## config.mk

```make
export PLATFORM = sky130hd
export DESIGN_NAME = backslash_escape_decoder
export DESIGN_NICKNAME = d
export VERILOG_FILES = /design/src/bed_pkg.sv /design/src/backslash_escape_decoder.sv
export SDC_FILE = /design/constraint.sdc
export NUM_CORES = 1
export LEC_CHECK = 0
export ABC_AREA = 1
export BUFFER_PORTS_ARGS = -buffer_cell sky130_fd_sc_hd__buf_4
export CAP_MARGIN = 20
export CORE_ASPECT_RATIO = 1.5
export CORE_MARGIN = 2
export CORE_UTILIZATION = 40
export CTS_CLUSTER_SIZE = 10
export DETAILED_ROUTE_END_ITERATION = 7
export PLACE_DENSITY = 0.57
export SYNTH_ARGS = -nofsm -noshare
export SYNTH_HDL_FRONTEND = slang
export SYNTH_SLANG_ARGS = --single-unit
```

## constraint.sdc

```tcl
create_clock -name clk -period 6.5 [get_ports clk]
set_input_delay 1.3 -clock clk [delete_from_list [all_inputs] [get_ports clk]]
set_output_delay 1.3 -clock clk [all_outputs]
set_load 0.01 [all_outputs]
```

## src/bed_pkg.sv

```systemverilog
// Shared types and constants of the backslash escape decoder.
// Has no dependencies; used by the decoder and by its checker.
package bed_pkg;

  // Decoder modes.
  localparam logic [1:0] MODE_TEXT = 2'd0;
  localparam logic [1:0] MODE_ESC  = 2'd1;
  localparam logic [1:0] MODE_OCT  = 2'd2;
  localparam logic [1:0] MODE_HEX  = 2'd3;

  // Characters with a meaning to the decoder.
  localparam logic [7:0] CH_BSLASH = 8'h5C;
  localparam logic [7:0] CH_SQUOTE = 8'h27;
  localparam logic [7:0] CH_DQUOTE = 8'h22;
  localparam logic [7:0] CH_QMARK  = 8'h3F;
  localparam logic [7:0] CH_N      = 8'h6E;
  localparam logic [7:0] CH_T      = 8'h74;
  localparam logic [7:0] CH_B      = 8'h62;
  localparam logic [7:0] CH_R      = 8'h72;
  localparam logic [7:0] CH_A      = 8'h61;
  localparam logic [7:0] CH_F      = 8'h66;
  localparam logic [7:0] CH_V      = 8'h76;
  localparam logic [7:0] CH_ZERO   = 8'h30;
  localparam logic [7:0] CH_SEVEN  = 8'h37;
  localparam logic [7:0] CH_NINE   = 8'h39;
  localparam logic [7:0] CH_C      = 8'h63;
  localparam logic [7:0] CH_O      = 8'h6F;
  localparam logic [7:0] CH_X      = 8'h78;
  localparam logic [7:0] CH_UC_A   = 8'h41;
  localparam logic [7:0] CH_UC_F   = 8'h46;

  // Control bytes produced by the single-letter escapes.
  localparam logic [7:0] BYTE_NL   = 8'h0A;
  localparam logic [7:0] BYTE_TAB  = 8'h09;
  localparam logic [7:0] BYTE_BS   = 8'h08;
  localparam logic [7:0] BYTE_CR   = 8'h0D;
  localparam logic [7:0] BYTE_BEL  = 8'h07;
  localparam logic [7:0] BYTE_FF   = 8'h0C;
  localparam logic [7:0] BYTE_VT   = 8'h0B;
  localparam logic [7:0] BYTE_NUL  = 8'h00;

  // Digits per run.
  localparam logic [1:0] OCT_DIGITS = 2'd3;
  localparam logic [1:0] HEX_DIGITS = 2'd2;

  // Depth of the result queue.
  localparam int QUEUE_DEPTH = 3;

  // One result beat.
  typedef struct packed {
    logic [7:0] data;
    logic       last;
  } res_t;

endpackage

```

## src/backslash_escape_decoder.sv

```systemverilog
// Backslash escape decoder: top level with decode logic and result queue.
// Depends on bed_pkg.
//
// The decoder takes one text byte per beat and expands C-style backslash
// escapes. A byte is taken every cycle as long as each byte gives at most one
// result and the output side takes a beat every cycle; a byte that gives two
// results (an unknown escape, or a digit run closed by a plain byte) needs the
// output port for both, so such bytes cannot be taken every cycle. The rate
// is set by the single output port and the three-entry result queue behind
// it: a new byte is taken whenever at most one result waits. The results of a
// byte are registered in the result queue, behind any result that still waits.
// Every byte that gives results carries tlast on its last result.
module backslash_escape_decoder
  import bed_pkg::*;
(
  input  logic       clk,
  input  logic       rst_n,
  input  logic       in_tvalid,
  output logic       in_tready,
  input  logic [7:0] in_tdata,   // [7:0] in_byte
  input  logic       in_tlast,   // last_byte
  output logic       out_tvalid,
  input  logic       out_tready,
  output logic [7:0] out_tdata,  // [7:0] out_byte
  output logic       out_tlast   // run_end
);

  // Decoder state.
  logic [1:0] mode_r, mode_nxt;
  logic [1:0] dcnt_r, dcnt_nxt;
  logic [7:0] acc_r, acc_nxt;

  // Result queue.
  res_t       q_r [QUEUE_DEPTH];
  res_t       q_nxt [QUEUE_DEPTH];
  logic [1:0] count_r, count_nxt;

  logic       in_acc;
  logic       pop;
  logic [1:0] n_res;
  logic [7:0] res0, res1;

  // Digit classification.
  logic       is_oct, is_dec, is_lhex, is_uhex, is_digit;
  logic [3:0] dval;
  logic [7:0] acc_dig;
  logic [1:0] dcnt_inc;

  assign in_tready  = (count_r <= 2'd1);
  assign in_acc     = in_tvalid && in_tready;
  assign out_tvalid = (count_r != 2'd0);
  assign pop        = out_tvalid && out_tready;
  assign out_tdata  = q_r[0].data;
  assign out_tlast  = q_r[0].last;

  // Digit value of the incoming byte in the current radix.
  always_comb begin
    is_oct   = (in_tdata >= CH_ZERO) && (in_tdata <= CH_SEVEN);
    is_dec   = (in_tdata >= CH_ZERO) && (in_tdata <= CH_NINE);
    is_lhex  = (in_tdata >= CH_A) && (in_tdata <= CH_F);
    is_uhex  = (in_tdata >= CH_UC_A) && (in_tdata <= CH_UC_F);
    if (mode_r == MODE_HEX) begin
      is_digit = is_dec || is_lhex || is_uhex;
    end else begin
      is_digit = is_oct;
    end
    if (is_lhex) begin
      dval = 4'(in_tdata - CH_A + 8'd10);
    end else if (is_uhex) begin
      dval = 4'(in_tdata - CH_UC_A + 8'd10);
    end else begin
      dval = 4'(in_tdata - CH_ZERO);
    end
    if (mode_r == MODE_HEX) begin
      acc_dig = {acc_r[3:0], dval};
    end else begin
      acc_dig = {acc_r[4:0], dval[2:0]};
    end
    dcnt_inc = dcnt_r + 2'd1;
  end

  // Decode one byte: next state and up to two results.
  always_comb begin
    mode_nxt = mode_r;
    dcnt_nxt = dcnt_r;
    acc_nxt  = acc_r;
    n_res    = 2'd0;
    res0     = in_tdata;
    res1     = in_tdata;
    unique case (mode_r)
      MODE_TEXT: begin
        if (in_tdata == CH_BSLASH && !in_tlast) begin
          mode_nxt = MODE_ESC;
        end else begin
          n_res = 2'd1;
        end
      end
      MODE_ESC: begin
        mode_nxt = MODE_TEXT;
        n_res    = 2'd1;
        unique case (in_tdata)
          CH_N:      res0 = BYTE_NL;
          CH_T:      res0 = BYTE_TAB;
          CH_B:      res0 = BYTE_BS;
          CH_R:      res0 = BYTE_CR;
          CH_A:      res0 = BYTE_BEL;
          CH_F:      res0 = BYTE_FF;
          CH_V:      res0 = BYTE_VT;
          CH_BSLASH, CH_SQUOTE, CH_DQUOTE, CH_QMARK: res0 = in_tdata;
          CH_ZERO:   res0 = BYTE_NUL;
          CH_C:      n_res = 2'd0;
          CH_O, CH_X: begin
            dcnt_nxt = 2'd0;
            acc_nxt  = 8'd0;
            res0     = BYTE_NUL;
            if (!in_tlast) begin
              n_res    = 2'd0;
              mode_nxt = (in_tdata == CH_O) ? MODE_OCT : MODE_HEX;
            end
          end
          default: begin
            n_res = 2'd2;
            res0  = CH_BSLASH;
            res1  = in_tdata;
          end
        endcase
      end
      MODE_OCT, MODE_HEX: begin
        if (is_digit) begin
          acc_nxt  = acc_dig;
          dcnt_nxt = dcnt_inc;
          res0     = acc_dig;
          if (in_tlast || dcnt_inc >= ((mode_r == MODE_HEX) ? HEX_DIGITS : OCT_DIGITS)) begin
            n_res    = 2'd1;
            mode_nxt = MODE_TEXT;
            dcnt_nxt = 2'd0;
            acc_nxt  = 8'd0;
          end
        end else begin
          // The run is closed; the byte is then handled as in text mode.
          res0     = acc_r;
          mode_nxt = MODE_TEXT;
          dcnt_nxt = 2'd0;
          acc_nxt  = 8'd0;
          if (in_tdata == CH_BSLASH && !in_tlast) begin
            n_res    = 2'd1;
            mode_nxt = MODE_ESC;
          end else begin
            n_res = 2'd2;
          end
        end
      end
      default: begin
        mode_nxt = MODE_TEXT;
      end
    endcase
  end

  // Queue update: drop the head on a pop, then append the new results.
  always_comb begin
    logic [1:0] base;
    base      = pop ? (count_r - 2'd1) : count_r;
    q_nxt     = q_r;
    count_nxt = base;
    if (pop) begin
      q_nxt[0] = q_r[1];
      q_nxt[1] = q_r[2];
    end
    if (in_acc && n_res != 2'd0) begin
      q_nxt[base] = '{data: res0, last: (n_res == 2'd1)};
      if (n_res == 2'd2) begin
        q_nxt[2'(base + 2'd1)] = '{data: res1, last: 1'b1};
      end
      count_nxt = 2'(base + n_res);
    end
  end

  // Control state.
  always_ff @(posedge clk) begin
    if (!rst_n) begin
      mode_r  <= MODE_TEXT;
      dcnt_r  <= 2'd0;
      acc_r   <= 8'd0;
      count_r <= 2'd0;
    end else begin
      count_r <= count_nxt;
      if (in_acc) begin
        mode_r <= mode_nxt;
        dcnt_r <= dcnt_nxt;
        acc_r  <= acc_nxt;
      end
    end
  end

  // Queue payload.
  always_ff @(posedge clk) begin
    q_r <= q_nxt;
  end

endmodule

```

==> metrics.cfg <==
[global_routing]
grt_pass1_wl_um=16690
grtUsageTotal=0.2254
gr-total-overflow=0
grt_max_degree=28
grt_pass1_vias=3327
antenna_found_initial=0

[cts]
cts_buffers=5
ctsLongestPathBuffers=2
postCtsSetupRepairBufs=0
cts_tree=done
worstSkewPairLatency_ps=290
clk_pin_slew_ps=60
hold_buffers=0
htree_levels=2
cts.sinks=41
root_buffer=clkbuf_16
post_cts_resized=0

[finish]
drive_above_1_share=0.1346
fillers=923
final_core_util=0.4523
antenna-diode-count=0
layout.cells.non_filler=694
nNetsFinal=607
area_growth_pct=9.130
final_area_um2=3829

[placement]
post_dp_cell_area_um2=3669
dp_hpwl_um=7854
gp_congestion=0.9592
port_buffers=23
post-place-cells=685

[logic_synthesis]
synth_top_cell_area_share=0.1979
synth_cell_type_count=44
synth-main-ff-cell=dfxtp_1
syn_area_um2=3508
synth-seq-area-share=0.2596
synthXorXnorAreaFrac=0.004993
synth.area.mux_share=0.03317
synth-edff-count=9
synthesis.nets=599
yosysWarnings=0
synthCells=578
synthTopCellsByArea=nand2_1 20%, dfxtp_1 18%, nor2_1 8.5%
ys_ff_latch=41
synth_compound_area_frac=0.1034
post-synth-top-area-cell=nand2_1
synth_fa_ha_area_frac=0.02853
yosysMostFrequentCell=nand2_1
synth_top_family_by_area=simple AND/OR/NAND/NOR gates
async_reset_ff_frac=0
synthTopCellsByCount=185 x nand2_1, 79 x nor2_1, 54 x inv_1
yosys.area_share.simple=0.4572
avgSynthCellArea_um2=6.070

[run]
cap_violations=0

[run_status]
status=finished clean

[worst_setup_path]
crit_path_end_kind=flop
crit_required_ps=6530
cpPeakStageDelay_ps=650
startpoint=out_tready
crit_family=simple AND/OR/NAND/NOR gates
r2r_start=count_r[0]
worstPathCellList=buf_4 > nand2_2 > o21ai_0 > inv_1 > nor2_1 > inv_1 > nor2_4 > inv_2 > nor2_1 > a31oi_1
crit_arrival_ps=4010
cp-start-kind=input pin
crit_type=input pin to flop
path_buf_inv=4
crit_path_max_fanout=27
crit_path_top_delay_cell=nor2_1

[drt]
drt-initial-drc-count=336
post-route-drc-count=0
wl_um=10240
drt_first_pass_iters=5
wl_per_cell_um=14.76
detail-route-antenna-nets=0
vias=3682
post_drt_via_cell_ratio=5.305

[timing]
slew_violations=0
final-hold-violation-count=0
fin_crit_ps=3978
setup-tns-final_ps=0
tightest_slew_ps=871.6
period_share=0.6120
fmax_mhz=251.4
skew_ps=8.731
slew_headroom=0.4168
setup_viol=0
rsz0062_at_grt=false

[pwr]
p_per_area_nw_per_um2=309.6
ir_drop_v=0.0001490
power_mw=1.185
static-leakage-power_nw=1.929

[floorplan]
initial_utilization=0.4145
die_h_um=118.7
num_io_pins=24
dieArea_um2=9551
core_area_um2=8464
die_w_um=80.47
rows=41

[min_path]
hold_path_class=flop to flop
min_from=dcnt_r[1]

-- cell usage in the layout, fill, tap and decap left out, types with 9 or more instances in the layout --
cell type and count:
edfxtp_1 9, buf_4 24, inv_2 10, nor2_1 79, nand3_1 53, nand2_1 185, o21ai_0 21, inv_1 54
dfxtp_1 32, a21oi_1 18, o21ai_1 11
-- worst min-delay path, stage by stage, from the launching register on --
cell and delay (ps):
dfxtp_1 310, nand2_1 60, a21oi_1 50
-- cell type report --
type,count,area (µm²),share of cell area
clock inverters,2,13.76,0.003595
flip-flops and latches,41,910.9,0.2379
well taps,107,133.9,0.03497
repair buffers,24,180.2,0.04706
clock buffers,6,138.9,0.03627
multi-input cells,448,2201,0.5748
inverters,66,250.2,0.06536
-- power breakdown --
part / total (mW) / internal, mW / leakage (nW) / switching, mW
logic: 0.541 / 0.208 / 1.50 / 0.333
registers: 0.387 / 0.351 / 0.352 / 0.0363
clock network: 0.257 / 0.153 / 0.0768 / 0.104
-- metrics by stage --
stage	hold slack (ps)	setup slack, ps
2_1_floorplan	456.9	3308
3_3_place_gp	465.7	2270
3_5_place_dp	471.4	2245
4_1_cts	481.4	2548
5_1_grt	499.2	2245
6_report	476.7	2522
-- state kept, by name, indices dropped and copies added (netlist names) --
| register | cells |
|---|---|
| out_tdata | 8 |
| out_tlast | 1 |
| dcnt_r | 2 |
| acc_r | 8 |
| mode_r | 2 |
| q_r | 18 |
| count_r | 2 |
-- path summary, 6_finish.rpt --
| path | endpoint | slack (ps) | cells after the start |
|---|---|---|---|
| worst min-delay path | dcnt_r[1] | 480 | 2 |
| worst max-delay path | q_r[8] | 2520 | 10 |
| worst max register to register | q_r[8] | 2890 | 12 |
| worst min register to register | dcnt_r[1] | 480 | 2 |
-- kinds of logic after synthesis --
group	count (synthesis)
AOI/OAI and AO/OA	66
adders and majority gates	8
and+or+nand+nor	361
buffers and inverters	89
DFF	41
muxes	11
xor gates and xnor gates	2
-- layer usage --
layer | routed length [µm] | track usage
met1 | 4204 | 0.2732
met2 | 5233 | 0.3833
met3 | 457 | 0.03130
met4 | 347 | 0.1070
met5 | 0 | 0
Note: power is estimated with default switching activity, not from simulation.
